$ cat src/hdl/tlnf_pkg.sv
// shared types and constants for the text line number filter
package tlnf_pkg;

    localparam int CFG_INDEX_W = 3;

    localparam logic [CFG_INDEX_W-1:0] CFG_NUMBER_ALL       = 3'd0;
    localparam logic [CFG_INDEX_W-1:0] CFG_NUMBER_NONBLANK  = 3'd1;
    localparam logic [CFG_INDEX_W-1:0] CFG_SQUEEZE_BLANK    = 3'd2;
    localparam logic [CFG_INDEX_W-1:0] CFG_SHOW_ENDS        = 3'd3;
    localparam logic [CFG_INDEX_W-1:0] CFG_SHOW_TABS        = 3'd4;
    localparam logic [CFG_INDEX_W-1:0] CFG_SHOW_NONPRINTING = 3'd5;

    localparam logic [7:0] CH_TAB      = 8'd9;
    localparam logic [7:0] CH_NEWLINE  = 8'd10;
    localparam logic [7:0] CH_SPACE    = 8'd32;
    localparam logic [7:0] CH_DOLLAR   = 8'd36;
    localparam logic [7:0] CH_ZERO     = 8'd48;
    localparam logic [7:0] CH_QMARK    = 8'd63;
    localparam logic [7:0] CH_I        = 8'd73;
    localparam logic [7:0] CH_CARET    = 8'd94;
    localparam logic [7:0] CH_DEL      = 8'd127;
    localparam logic [7:0] CTRL_LIMIT  = 8'd31;
    localparam logic [7:0] CTRL_OFFSET = 8'd64;

    typedef struct packed {
        logic number_all;
        logic number_nonblank;
        logic squeeze_blank;
        logic show_ends;
        logic show_tabs;
        logic show_nonprinting;
    } cfg_t;

    typedef struct packed {
        logic drop;
        logic emit_number;
    } line_info_t;

endpackage

$ cat src/hdl/tlnf_in_if.sv
// request channel carrying one text byte
interface tlnf_in_if;
    logic       valid;
    logic       ready;
    logic [7:0] data_byte;
    logic       file_start;

    modport source (output valid, output data_byte, output file_start, input ready);
    modport sink (input valid, input data_byte, input file_start, output ready);
endinterface

$ cat src/hdl/tlnf_out_if.sv
// request channel carrying one rendered byte
interface tlnf_out_if;
    logic       valid;
    logic       ready;
    logic [7:0] out_byte;
    logic       last_of_run;

    modport source (output valid, output out_byte, output last_of_run, input ready);
    modport sink (input valid, input out_byte, input last_of_run, output ready);
endinterface

$ cat src/hdl/tlnf_cfg_if.sv
// configuration write channel
interface tlnf_cfg_if;
    logic                             valid;
    logic                             ready;
    logic [tlnf_pkg::CFG_INDEX_W-1:0] index;
    logic                             data;

    modport source (output valid, output index, output data, input ready);
    modport sink (input valid, input index, input data, output ready);
endinterface

$ cat src/hdl/tlnf_track.sv
// line state tracking: newline runs, squeeze decision and bcd line counters
module tlnf_track #(
    parameter int NUMBER_DIGITS = 6
) (
    input  logic                       clk,
    input  logic                       rst_n,
    input  logic                       advance,
    input  logic [7:0]                 data_byte,
    input  logic                       file_start,
    input  tlnf_pkg::cfg_t             cfg,
    output tlnf_pkg::line_info_t       info,
    output logic [4*NUMBER_DIGITS-1:0] number
);

    localparam int CW = 4 * NUMBER_DIGITS;

    function automatic logic [CW-1:0] bcd_inc(input logic [CW-1:0] v);
        logic [CW-1:0] r;
        logic          carry;
        logic          all_nine;
        r        = v;
        carry    = 1'b1;
        all_nine = 1'b1;
        for (int i = 0; i < NUMBER_DIGITS; i++)
        begin
            all_nine = all_nine && (v[4*i +: 4] == 4'd9);
        end
        for (int i = 0; i < NUMBER_DIGITS; i++)
        begin
            if (carry)
            begin
                if (v[4*i +: 4] == 4'd9)
                begin
                    r[4*i +: 4] = 4'd0;
                end
                else
                begin
                    r[4*i +: 4] = v[4*i +: 4] + 4'd1;
                    carry       = 1'b0;
                end
            end
        end
        return all_nine ? v : r;
    endfunction

    logic          prev_nl_reg, prev_nl_next;
    logic [1:0]    run_reg, run_next;
    logic [CW-1:0] line_cnt_reg, line_cnt_next;
    logic [CW-1:0] nb_cnt_reg, nb_cnt_next;

    logic          pwn;
    logic [1:0]    run0;
    logic [CW-1:0] lc0;
    logic [CW-1:0] nb0;
    logic          nl;
    logic          at_start;

    always_comb
    begin
        pwn  = file_start ? 1'b1 : prev_nl_reg;
        run0 = file_start ? 2'd0 : run_reg;
        lc0  = file_start ? '0 : line_cnt_reg;
        nb0  = file_start ? CW'(1) : nb_cnt_reg;
        nl   = (data_byte == tlnf_pkg::CH_NEWLINE);

        if (nl)
        begin
            run_next = (run0 == 2'd3) ? 2'd3 : run0 + 2'd1;
        end
        else
        begin
            run_next = 2'd0;
        end

        info.drop = nl && cfg.squeeze_blank && (run_next == 2'd3);
        at_start  = pwn && !info.drop;

        line_cnt_next    = at_start ? bcd_inc(lc0) : lc0;
        info.emit_number = at_start && (cfg.number_nonblank ? !nl : cfg.number_all);
        number           = cfg.number_nonblank ? nb0 : line_cnt_next;
        nb_cnt_next      = (at_start && cfg.number_nonblank && !nl) ? bcd_inc(nb0) : nb0;
        prev_nl_next     = info.drop ? pwn : nl;
    end

    always_ff @(posedge clk or negedge rst_n)
    begin
        if (!rst_n)
        begin
            prev_nl_reg  <= 1'b1;
            run_reg      <= 2'd0;
            line_cnt_reg <= '0;
            nb_cnt_reg   <= CW'(1);
        end
        else if (advance)
        begin
            prev_nl_reg  <= prev_nl_next;
            run_reg      <= run_next;
            line_cnt_reg <= line_cnt_next;
            nb_cnt_reg   <= nb_cnt_next;
        end
    end

endmodule

$ cat src/hdl/tlnf_render.sv
// byte rendering: line number, end mark and caret notation into output lanes
module tlnf_render #(
    parameter int NUMBER_DIGITS = 6
) (
    input  logic [7:0]                                       data_byte,
    input  tlnf_pkg::cfg_t                                   cfg,
    input  logic                                             emit_number,
    input  logic [4*NUMBER_DIGITS-1:0]                       number,
    output logic [NUMBER_DIGITS+2:0][7:0]                    lanes,
    output logic [$clog2(NUMBER_DIGITS+3)-1:0]               last_idx
);

    localparam int DEPTH = NUMBER_DIGITS + 3;
    localparam int IW    = $clog2(DEPTH);
    localparam int CW    = 4 * NUMBER_DIGITS;

    logic [7:0] ch0;
    logic [7:0] ch1;
    logic       ch_two;
    logic [NUMBER_DIGITS-1:0][7:0] digit_ch;

    always_comb
    begin
        ch0    = data_byte;
        ch1    = 8'd0;
        ch_two = 1'b0;
        if (data_byte == tlnf_pkg::CH_NEWLINE)
        begin
            if (cfg.show_ends)
            begin
                ch0    = tlnf_pkg::CH_DOLLAR;
                ch1    = tlnf_pkg::CH_NEWLINE;
                ch_two = 1'b1;
            end
        end
        else if (data_byte == tlnf_pkg::CH_TAB)
        begin
            if (cfg.show_tabs)
            begin
                ch0    = tlnf_pkg::CH_CARET;
                ch1    = tlnf_pkg::CH_I;
                ch_two = 1'b1;
            end
        end
        else if (cfg.show_nonprinting && data_byte <= tlnf_pkg::CTRL_LIMIT)
        begin
            ch0    = tlnf_pkg::CH_CARET;
            ch1    = data_byte + tlnf_pkg::CTRL_OFFSET;
            ch_two = 1'b1;
        end
        else if (cfg.show_nonprinting && data_byte == tlnf_pkg::CH_DEL)
        begin
            ch0    = tlnf_pkg::CH_CARET;
            ch1    = tlnf_pkg::CH_QMARK;
            ch_two = 1'b1;
        end
    end

    // leading zeros blanked, units digit always shown
    always_comb
    begin
        for (int i = 0; i < NUMBER_DIGITS; i++)
        begin
            if (i > 0 && (number >> (4 * i)) == CW'(0))
            begin
                digit_ch[i] = tlnf_pkg::CH_SPACE;
            end
            else
            begin
                digit_ch[i] = tlnf_pkg::CH_ZERO | {4'd0, number[4*i +: 4]};
            end
        end
    end

    always_comb
    begin
        for (int k = 0; k < DEPTH; k++)
        begin
            lanes[k] = 8'd0;
            if (emit_number)
            begin
                if (k < NUMBER_DIGITS)
                begin
                    lanes[k] = digit_ch[NUMBER_DIGITS-1-k];
                end
                else if (k == NUMBER_DIGITS)
                begin
                    lanes[k] = tlnf_pkg::CH_TAB;
                end
                else if (k == NUMBER_DIGITS + 1)
                begin
                    lanes[k] = ch0;
                end
                else
                begin
                    lanes[k] = ch1;
                end
            end
            else if (k == 0)
            begin
                lanes[k] = ch0;
            end
            else if (k == 1)
            begin
                lanes[k] = ch1;
            end
        end
        last_idx = emit_number ? IW'(NUMBER_DIGITS + 1) + IW'(ch_two) : IW'(ch_two);
    end

endmodule

$ cat src/hdl/tlnf_drain.sv
// output buffer that sends one rendered run a byte at a time
module tlnf_drain #(
    parameter int NUMBER_DIGITS = 6
) (
    input  logic                                 clk,
    input  logic                                 rst_n,
    input  logic                                 load,
    input  logic [NUMBER_DIGITS+2:0][7:0]        load_lanes,
    input  logic [$clog2(NUMBER_DIGITS+3)-1:0]   load_last,
    output logic                                 can_load,
    tlnf_out_if.source                           rendered
);

    localparam int DEPTH = NUMBER_DIGITS + 3;
    localparam int IW    = $clog2(DEPTH);

    logic                  busy_reg, busy_next;
    logic [IW-1:0]         pos_reg, pos_next;
    logic [IW-1:0]         last_reg, last_next;
    logic [DEPTH-1:0][7:0] lanes_reg, lanes_next;
    logic                  fire;
    logic                  at_last;

    assign fire     = busy_reg && rendered.ready;
    assign at_last  = (pos_reg == last_reg);
    assign can_load = !busy_reg || (rendered.ready && at_last);

    always_comb
    begin
        busy_next  = busy_reg;
        pos_next   = pos_reg;
        last_next  = last_reg;
        lanes_next = lanes_reg;
        if (fire)
        begin
            if (at_last)
            begin
                busy_next = 1'b0;
            end
            else
            begin
                pos_next = pos_reg + IW'(1);
            end
        end
        if (load)
        begin
            busy_next  = 1'b1;
            pos_next   = '0;
            last_next  = load_last;
            lanes_next = load_lanes;
        end
    end

    always_ff @(posedge clk or negedge rst_n)
    begin
        if (!rst_n)
        begin
            busy_reg <= 1'b0;
            pos_reg  <= '0;
        end
        else
        begin
            busy_reg <= busy_next;
            pos_reg  <= pos_next;
        end
    end

    always_ff @(posedge clk)
    begin
        last_reg  <= last_next;
        lanes_reg <= lanes_next;
    end

    assign rendered.valid       = busy_reg;
    assign rendered.out_byte    = lanes_reg[pos_reg];
    assign rendered.last_of_run = at_last;

    a_pos_in_run: assert property (@(posedge clk) disable iff (!rst_n)
        busy_reg |-> pos_reg <= last_reg)
        else $error("drain position beyond run end");

    a_pos_step: assert property (@(posedge clk) disable iff (!rst_n)
        fire && !at_last && !load |=> busy_reg && pos_reg == $past(pos_reg) + IW'(1))
        else $error("drain position did not advance by one");

    a_idle_after_last: assert property (@(posedge clk) disable iff (!rst_n)
        $fell(busy_reg) |-> $past(fire && at_last))
        else $error("drain went idle before the last byte was taken");

endmodule

$ cat src/hdl/text_line_number_filter.sv
// top level of the text line number filter: input register, config registers, core
// Each request carries one text byte and yields zero to NUMBER_DIGITS+3 rendered bytes on the
// output channel, the final one flagged by last_of_run. Plain text streams at one byte per
// cycle while the output side takes every byte; a byte rendered as several bytes holds the
// input until the output buffer, sending one byte per cycle unless stalled, has sent the
// run (NUMBER_DIGITS+1 extra for a numbered line start, one extra for a caret or end mark).
// A squeezed newline yields nothing and leaves the input register as soon as the output
// buffer can take a new run. A request passes the input register and then the output
// buffer before its first byte is valid. Configuration writes are taken at any time
// but should be made only while the block is idle.
module text_line_number_filter #(
    parameter int NUMBER_DIGITS = 6
) (
    input  logic       clk,
    input  logic       rst_n,
    tlnf_in_if.sink    text,
    tlnf_out_if.source rendered,
    tlnf_cfg_if.sink   cfg
);

    localparam int DEPTH = NUMBER_DIGITS + 3;
    localparam int IW    = $clog2(DEPTH);
    localparam int CW    = 4 * NUMBER_DIGITS;

    tlnf_pkg::cfg_t       cfg_reg;
    logic                 s1_valid_reg;
    logic [7:0]           s1_byte_reg;
    logic                 s1_start_reg;
    logic                 advance;
    logic                 can_load;
    tlnf_pkg::line_info_t info;
    logic [CW-1:0]        number;
    logic [DEPTH-1:0][7:0] lanes;
    logic [IW-1:0]        last_idx;

    assign cfg.ready  = 1'b1;
    assign advance    = s1_valid_reg && can_load;
    assign text.ready = !s1_valid_reg || advance;

    always_ff @(posedge clk or negedge rst_n)
    begin
        if (!rst_n)
        begin
            cfg_reg <= '0;
        end
        else if (cfg.valid)
        begin
            case (cfg.index)
                tlnf_pkg::CFG_NUMBER_ALL:       cfg_reg.number_all       <= cfg.data;
                tlnf_pkg::CFG_NUMBER_NONBLANK:  cfg_reg.number_nonblank  <= cfg.data;
                tlnf_pkg::CFG_SQUEEZE_BLANK:    cfg_reg.squeeze_blank    <= cfg.data;
                tlnf_pkg::CFG_SHOW_ENDS:        cfg_reg.show_ends        <= cfg.data;
                tlnf_pkg::CFG_SHOW_TABS:        cfg_reg.show_tabs        <= cfg.data;
                tlnf_pkg::CFG_SHOW_NONPRINTING: cfg_reg.show_nonprinting <= cfg.data;
                default: ;
            endcase
        end
    end

    always_ff @(posedge clk or negedge rst_n)
    begin
        if (!rst_n)
        begin
            s1_valid_reg <= 1'b0;
        end
        else if (text.valid && text.ready)
        begin
            s1_valid_reg <= 1'b1;
        end
        else if (advance)
        begin
            s1_valid_reg <= 1'b0;
        end
    end

    always_ff @(posedge clk)
    begin
        if (text.valid && text.ready)
        begin
            s1_byte_reg  <= text.data_byte;
            s1_start_reg <= text.file_start;
        end
    end

    tlnf_track #(
        .NUMBER_DIGITS(NUMBER_DIGITS)
    ) u_track (
        .clk        (clk),
        .rst_n      (rst_n),
        .advance    (advance),
        .data_byte  (s1_byte_reg),
        .file_start (s1_start_reg),
        .cfg        (cfg_reg),
        .info       (info),
        .number     (number)
    );

    tlnf_render #(
        .NUMBER_DIGITS(NUMBER_DIGITS)
    ) u_render (
        .data_byte   (s1_byte_reg),
        .cfg         (cfg_reg),
        .emit_number (info.emit_number),
        .number      (number),
        .lanes       (lanes),
        .last_idx    (last_idx)
    );

    tlnf_drain #(
        .NUMBER_DIGITS(NUMBER_DIGITS)
    ) u_drain (
        .clk        (clk),
        .rst_n      (rst_n),
        .load       (advance && !info.drop),
        .load_lanes (lanes),
        .load_last  (last_idx),
        .can_load   (can_load),
        .rendered   (rendered)
    );

endmodule

$ cat src/flat_wrapper.sv
// flat-port wrapper written by rule: the top's interface ports become plain ports
module text_line_number_filter_flat 
#(
    parameter int NUMBER_DIGITS = 6
)
  (clk, rst_n, text_valid, text_data_byte, text_file_start, text_ready, rendered_valid, rendered_out_byte, rendered_last_of_run, rendered_ready, cfg_valid, cfg_index, cfg_data, cfg_ready);
  tlnf_in_if text_i ();
  tlnf_out_if rendered_i ();
  tlnf_cfg_if cfg_i ();
  input  logic clk;
  input  logic rst_n;
  input wire logic [$bits(text_i.valid)-1:0] text_valid;
  input wire logic [$bits(text_i.data_byte)-1:0] text_data_byte;
  input wire logic [$bits(text_i.file_start)-1:0] text_file_start;
  output wire logic [$bits(text_i.ready)-1:0] text_ready;
  output wire logic [$bits(rendered_i.valid)-1:0] rendered_valid;
  output wire logic [$bits(rendered_i.out_byte)-1:0] rendered_out_byte;
  output wire logic [$bits(rendered_i.last_of_run)-1:0] rendered_last_of_run;
  input wire logic [$bits(rendered_i.ready)-1:0] rendered_ready;
  input wire logic [$bits(cfg_i.valid)-1:0] cfg_valid;
  input wire logic [$bits(cfg_i.index)-1:0] cfg_index;
  input wire logic [$bits(cfg_i.data)-1:0] cfg_data;
  output wire logic [$bits(cfg_i.ready)-1:0] cfg_ready;
  assign text_i.valid = text_valid;
  assign text_i.data_byte = text_data_byte;
  assign text_i.file_start = text_file_start;
  assign text_ready = text_i.ready;
  assign rendered_valid = rendered_i.valid;
  assign rendered_out_byte = rendered_i.out_byte;
  assign rendered_last_of_run = rendered_i.last_of_run;
  assign rendered_i.ready = rendered_ready;
  assign cfg_i.valid = cfg_valid;
  assign cfg_i.index = cfg_index;
  assign cfg_i.data = cfg_data;
  assign cfg_ready = cfg_i.ready;
  text_line_number_filter #(.NUMBER_DIGITS(NUMBER_DIGITS)) u_core (.clk(clk), .rst_n(rst_n), .text(text_i), .rendered(rendered_i), .cfg(cfg_i));
endmodule
$ cat config.mk
export PLATFORM = sky130hd
export DESIGN_NAME = text_line_number_filter_flat
export DESIGN_NICKNAME = d
export VERILOG_FILES = /design/src/hdl/tlnf_pkg.sv /design/src/hdl/tlnf_in_if.sv /design/src/hdl/tlnf_out_if.sv /design/src/hdl/tlnf_cfg_if.sv /design/src/hdl/tlnf_track.sv /design/src/hdl/tlnf_render.sv /design/src/hdl/tlnf_drain.sv /design/src/hdl/text_line_number_filter.sv /design/src/flat_wrapper.sv
export SDC_FILE = /design/constraint.sdc
export NUM_CORES = 1
export LEC_CHECK = 0
export BUFFER_PORTS_ARGS = -buffer_cell sky130_fd_sc_hd__buf_4
export CORE_UTILIZATION = 35
export DETAILED_ROUTE_END_ITERATION = 6
export SYNTH_ARGS = -nofsm -noshare
export SYNTH_HDL_FRONTEND = slang
export SYNTH_SLANG_ARGS = --single-unit
export TNS_END_PERCENT = 50
$ cat constraint.sdc
create_clock -name clk -period 5.8 [get_ports clk]
set_input_delay 0.87 -clock clk [delete_from_list [all_inputs] [get_ports clk]]
set_output_delay 0.87 -clock clk [all_outputs]
set_load 0.01 [all_outputs]
==> flow_metrics.py, run 1 <==
metrics = {
    "timing": {
        "slew_headroom": 0.3364,
        "worst-slew-pin-transition_ps": 990.7,
        "setup_viol": 0,
        "rsz0062_at_grt": "no",
        "max_freq_ghz": 0.2529,
        "final_max_slew_viol_count": 0,
        "fin_skew_ps": 13.90,
        "finalHoldViolCount": 0,
        "period_share": 0.6817,
        "fin_hold_ws_ps": 540.6,
        "fin_tns_setup_ps": 0,
        "period_minus_slack_ps": 3954,
    },
    "synth": {
        "yosysWarningCount": 0,
        "synthesis.nets": 885,
        "synth_most_common_cell": "nand2_1",
        "ys_ff_latch": 128,
        "synth_edf_count": 65,
        "yosysTopAreaCell": "edfxtp_1",
        "ys_seq_area_frac": 0.4476,
        "synth_area_mm2": 0.007889,
        "ys.flop_type": "edfxtp_1",
        "synth_cell_types": 82,
        "yosysTopAreaCellShare": 0.2474,
        "postSynthCellCount": 863,
        "avgSynthCellArea_um2": 9.141,
        "synth_common_cells": "nand2_1, nor2_1, o21ai_0, edfxtp_1, dfrtp_1",
        "async_flop_share": 0.4922,
        "yosys-top-cells-area": "edfxtp_1, dfrtp_1, o21ai_0",
    },
    "clock_tree": {
        "clk_pin_slew_ps": 60,
        "cts_setup_buffers": 0,
        "ctsHtreeMaxLevel": 4,
        "cts_buffers": 17,
        "cts_tree": "done",
        "ctsLongestPathBuffers": 2,
        "ctsResizeCount": 0,
        "clkSinkCount": 128,
        "clock_latency_ps": 430,
        "clock-root-buffer": "clkbuf_16",
        "cts_hold_buffers": 0,
    },
    "setup_path": {
        "crit_cells": 8,
        "timing.rr.start": "u_core.s1_start_reg",
        "crit_type": "reg -> reg",
        "rrSetupSlack_ps": 1850,
        "worst_r2r_endpoint": "u_core.u_drain.lanes_reg[36]",
        "required_ps": 5930,
        "reg2reg_depth": 8,
        "worst_setup_path_start_kind": "register",
        "crit_family": "simple AND/OR/NAND/NOR gates",
        "path_cells": "buf_4 > and3b_1 > a31oi_1 > nand4_1 > mux2i_1 > nand4_2 > nor4_4 > a41oi_2",
        "cpMaxStageDelayCell": "a31oi_1",
        "cp_data_arrival_time_ps": 4090,
        "crit_fanout": 28,
        "critPathCaptureType": "register",
        "critPathBufInv": 1,
        "slowest_delay_ps": 750,
    },
    "layout": {
        "fin_nets": 884,
        "final_cell_area_mm2": 0.008915,
        "largest_reg_flops": 53,
        "syn_to_final_growth_pct": 13.01,
        "post_route_cells_drive_above_1_share": 0.1291,
        "num_antenna_cells": 0,
    },
    "die": {
        "rows": 54,
        "core_mm2": 0.02196,
        "pin_count": 30,
        "start_util": 0.3593,
        "die_y_um": 152.1,
        "die_width_um": 152.1,
        "dieArea_mm2": 0.02314,
    },
    "power": {
        "combPwrFrac": 0.351,
        "total_power_mw": 4.088,
        "cellPowerDensity_mw_per_mm2": 458.5,
        "p_seq_frac": 0.379,
        "p_sw_mw": 1.595,
        "p_leak_nw": 3.257,
        "internal-power_mw": 2.492,
        "ir_worst_vdd_v": 0.0001770,
        "swShare": 0.3903,
        "p_clk_frac": 0.270,
    },
    "drt": {
        "ant_nets": 0,
        "avgViaCountPerCell": 5.856,
        "wl_per_cell_um": 18.69,
        "dr.pass1.iters": 7,
        "drt_iter0_drc": 702,
        "vias": 6764,
        "route.detailed.drc": 4,
        "drt_wl_total_um": 21590,
    },
    "global_route": {
        "grt_pass1_vias": 6303,
        "grt_antenna_before_repair": 0,
        "grt_max_degree": 64,
        "track_usage": 0.1906,
        "overflow": 0,
        "grt_pass1_wl_um": 34690,
    },
    "job": {
        "drv_cap": 0,
    },
    "placement": {
        "io_buffers": 28,
        "place_congestion": 0.9449,
        "hpwl_um": 14940,
        "place_area_mm2": 0.008310,
    },
    "status": {
        "outcome": "complete, but fails checks",
        "violations": "design-rule violations",
    },
    "min_path": {
        "hp-class": "in -> async",
    },
}
[placed cells by master (no fill, tap or decap), types with 10 or more instances in the layout]
cell and count:
mux2i_1 20, nor2_1 76, and2_1 18, nand3_1 35, mux2_2 12, nand2b_1 15, nor3b_1 10, edfxtp_1 65
o21ai_0 71, buf_4 40, inv_1 24, nand2_1 87, clkbuf_16 17, a31oi_1 16, nand4_1 16, o31ai_1 11
dfrtp_1 61, nor4_1 12, a21oi_1 49, nor3_1 28
[worst max-delay path by stage]
stage	end	from	slack [ps]
2_1_floorplan	u_core.u_drain.lanes_reg[0]	u_core.u_drain.last_reg[2]	960
3_3_place_gp	u_core.u_drain.lanes_reg[36]	u_core.s1_start_reg	2090
3_5_place_dp	u_core.u_drain.lanes_reg[36]	u_core.s1_start_reg	1930
4_1_cts	u_core.u_drain.lanes_reg[36]	u_core.s1_start_reg	1930
5_1_grt	u_core.u_drain.lanes_reg[36]	u_core.s1_start_reg	1600
6_report	u_core.u_drain.lanes_reg[36]	u_core.s1_start_reg	1850
[per-layer routing]
metal,up-vias,part of all wire,global-route usage
li1,3228,-,-
met1,3264,0.46,0.2660
met2,244,0.46,0.2949
met3,28,0.065,0.03555
met4,0,0.016,0.06851
met5,-,0,0
[power groups by stage]
| stage | sequential (mW) | clock, mW | combinational (mW) |
|---|---|---|---|
| global placement | 1.57 | 0 | 1.42 |
| CTS | 1.55 | 1.12 | 1.43 |
| finish | 1.55 | 1.10 | 1.43 |
| global route | 1.59 | 1.15 | 1.59 |
| floorplan | 1.42 | 0 | 1.08 |
| detailed placement | 1.57 | 0 | 1.43 |
[cells by family (layout without fill, tap and decap cells)]
group	after synthesis	count (layout)	synth area share
AOI/OAI and AO/OA	230	230	0.1870
xor gates and xnor gates	10	10	0.01110
adders and majority gates	4	4	0.006344
buffers and inverters	84	96	0.04267
DFF	128	128	0.4476
muxes	36	36	0.05393
other	1	1	0.0004754
and+or+nand+nor	370	370	0.2509
[through the flow]
stage	worst slack (ps)	std cells	util
detailed placement	1930	1123	0.3785
finish	1846	1155	0.4060
floorplan	964.4	863	-
global route	1604	1155	0.4060
CTS	1926	1155	0.4060
global placement	2088	1123	0.3785
[worst reg2reg max path, stage by stage, from the launching register on]
cell and delay [ps]:
edfxtp_1 560, buf_4 360, and3b_1 240, a31oi_1 750, nand4_1 590, mux2i_1 420, nand4_2 180, nor4_4 410
a41oi_2 160
[cell type report]
cell class / count / area, µm²
clock buffer: 19 / 452.9
clock inverter: 13 / 151.4
fill: 2143 / 13040
inverter: 24 / 90.09
multi-input combinational: 651 / 4039
sequential: 128 / 3531
tap: 280 / 350.3
timing repair buffer: 40 / 300.3
No activity file was read; power rests on OpenSTA's default activity.
==> run 2: changes to the inputs <==
- clock period: 5.8 -> 3.3 ns (I/O delays scaled with it)
==> run 2 against run 1 <==
Net effect: the run still ends with design-rule violations left; final cell count increased by 4.8%; total power grew 80%; global-route usage up 1.1 points; design area grew 5.0%; non-clock buffer count rose by 55; first-iteration DRC count grew 6.0%; critical endpoint unchanged; largest cell class unchanged; highest routed layer unchanged.
==> flow_metrics.py, run 2 (same netlist as run 1, synthesis figures left out) <==
metrics = {
    "status": {
        "outcome": "complete, but fails checks",
        "violations": "design-rule violations",
    },
    "setup_path": {
        "critPathCaptureType": "register",
        "cp_data_arrival_time_ps": 3340,
        "crit_path_start": "u_core.s1_start_reg",
        "reg2reg_depth": 7,
        "worst_setup_path_start_kind": "register",
        "required_ps": 3460,
        "timing.rr.start": "u_core.s1_start_reg",
        "crit_fanout": 4,
        "crit_type": "reg -> reg",
    },
    "clock_tree": {
        "clkSinkCount": 128,
        "ctsLongestPathBuffers": 2,
        "cts_hold_buffers": 0,
        "clock-root-buffer": "clkbuf_16",
        "clk_pin_slew_ps": 70,
        "cts_buffers": 17,
        "ctsHtreeMaxLevel": 4,
        "clock_latency_ps": 430,
        "cts_tree": "done",
    },
    "die": {
        "core_mm2": 0.02196,
        "dieArea_mm2": 0.02314,
        "die_y_um": 152.1,
        "die_width_um": 152.1,
        "rows": 54,
        "start_util": 0.3593,
        "pin_count": 30,
    },
    "drt": {
        "route.detailed.drc": 6,
        "drt_iter0_drc": 744,
        "vias": 7034,
        "wl_per_cell_um": 18.92,
        "ant_nets": 0,
        "dr.pass1.iters": 7,
        "avgViaCountPerCell": 5.813,
        "drt_wl_total_um": 22900,
    },
    "placement": {
        "dp.cells": 1177,
        "place_area_mm2": 0.008748,
        "hpwl_um": 16140,
        "io_buffers": 28,
        "place_congestion": 0.9524,
    },
    "layout": {
        "final-instance-count-excl-fill": 1210,
        "fin_util": 0.4263,
        "post_route_cells_drive_above_1_share": 0.1871,
        "layout_commonest_cell": "buf_4",
        "fillers": 2127,
        "fin_nets": 939,
        "syn_to_final_growth_pct": 18.65,
        "final_cell_area_mm2": 0.009360,
        "num_antenna_cells": 0,
        "largest_reg_flops": 53,
        "most-common-layout-cells": "buf_4, nand2_1, nor2_1",
    },
    "timing": {
        "slew_headroom": 0.4184,
        "period_share": 0.9654,
        "worst-slew-pin-transition_ps": 872.4,
        "fin_skew_ps": 10.63,
        "finalHoldViolCount": 0,
        "final_max_slew_viol_count": 0,
        "setup_viol": 0,
        "period_minus_slack_ps": 3186,
        "max_freq_ghz": 0.3139,
    },
    "min_path": {
        "hp-class": "in -> async",
    },
    "global_route": {
        "overflow": 0,
        "track_usage": 0.2020,
        "grt_max_degree": 64,
        "grt_pass1_vias": 6433,
        "grt_pass1_wl_um": 36520,
        "grt_antenna_before_repair": 0,
    },
    "power": {
        "ir_worst_vdd_v": 0.0004356,
        "cellPowerDensity_mw_per_mm2": 786.1,
        "total_power_mw": 7.358,
        "p_leak_nw": 3.530,
    },
    "job": {
        "drv_cap": 0,
    },
}
## run 2: final cells by class
| class | count | area (µm²) | share of cell area |
|---|---|---|---|
| sequential | 128 | 3531 | 0.3772 |
| clock inverter | 14 | 132.6 | 0.01417 |
| tap | 280 | 350.3 | 0.03743 |
| multi-input combinational | 651 | 4076 | 0.4355 |
| clock buffer | 18 | 429.2 | 0.04585 |
| inverter | 24 | 90.09 | 0.009624 |
| timing repair buffer | 95 | 750.7 | 0.08020 |
## run 2: routing by layer
layer	global-route usage	vias up	wire, µm
li1	-	3340	-
met2	0.3088	278	10470
met3	0.03697	36	1551
met5	0	-	0
met4	0.07726	0	511
met1	0.2835	3380	10370
## run 2: what timing repair did
| item | in CTS | in global routing |
|---|---|---|
| buffers inserted | 0 | 1 |
| gates resized for setup | 0 | 9 |
| endpoints found under the setup margin | 0 | 7 |
## run 2: critical path, cell delays in order, from the launching register on
cell and delay [ps]:
edfxtp_1 500, or4b_4 580, a2111o_1 390, or4_4 440, a211oi_4 280, nand4_2 170, nor4_4 410, a41oi_2 140
## run 2: report_power, final
group	switching [mW]	internal [mW]
Sequential	0.302	2.27
Combinational	1.81	1.14
Clock	0.783	1.05
## run 2: final timing paths
path,endpoint,slack [ps]
worst max-delay path,u_core.u_drain.lanes_reg[36],110
worst min-delay path,u_core.u_drain.pos_reg[1],150
worst min register to register,u_core.u_track.run_reg[1],540
worst max register to register,u_core.u_drain.lanes_reg[36],110
max in group asynchronous,u_core.u_track.nb_cnt_reg[1],2540
min in group clk,u_core.s1_byte_reg[3],240
## run 2: metrics by stage
stage               hold WS [ps]  setup TNS [ps]  setup WS [ps]
finish                     151.2               0          114.2
global route               223.9          -6.165         -6.165
CTS                        186.9               0          54.86
detailed placement         526.5               0          56.12
global placement           517.9               0          163.4
floorplan                  199.4               0          108.5
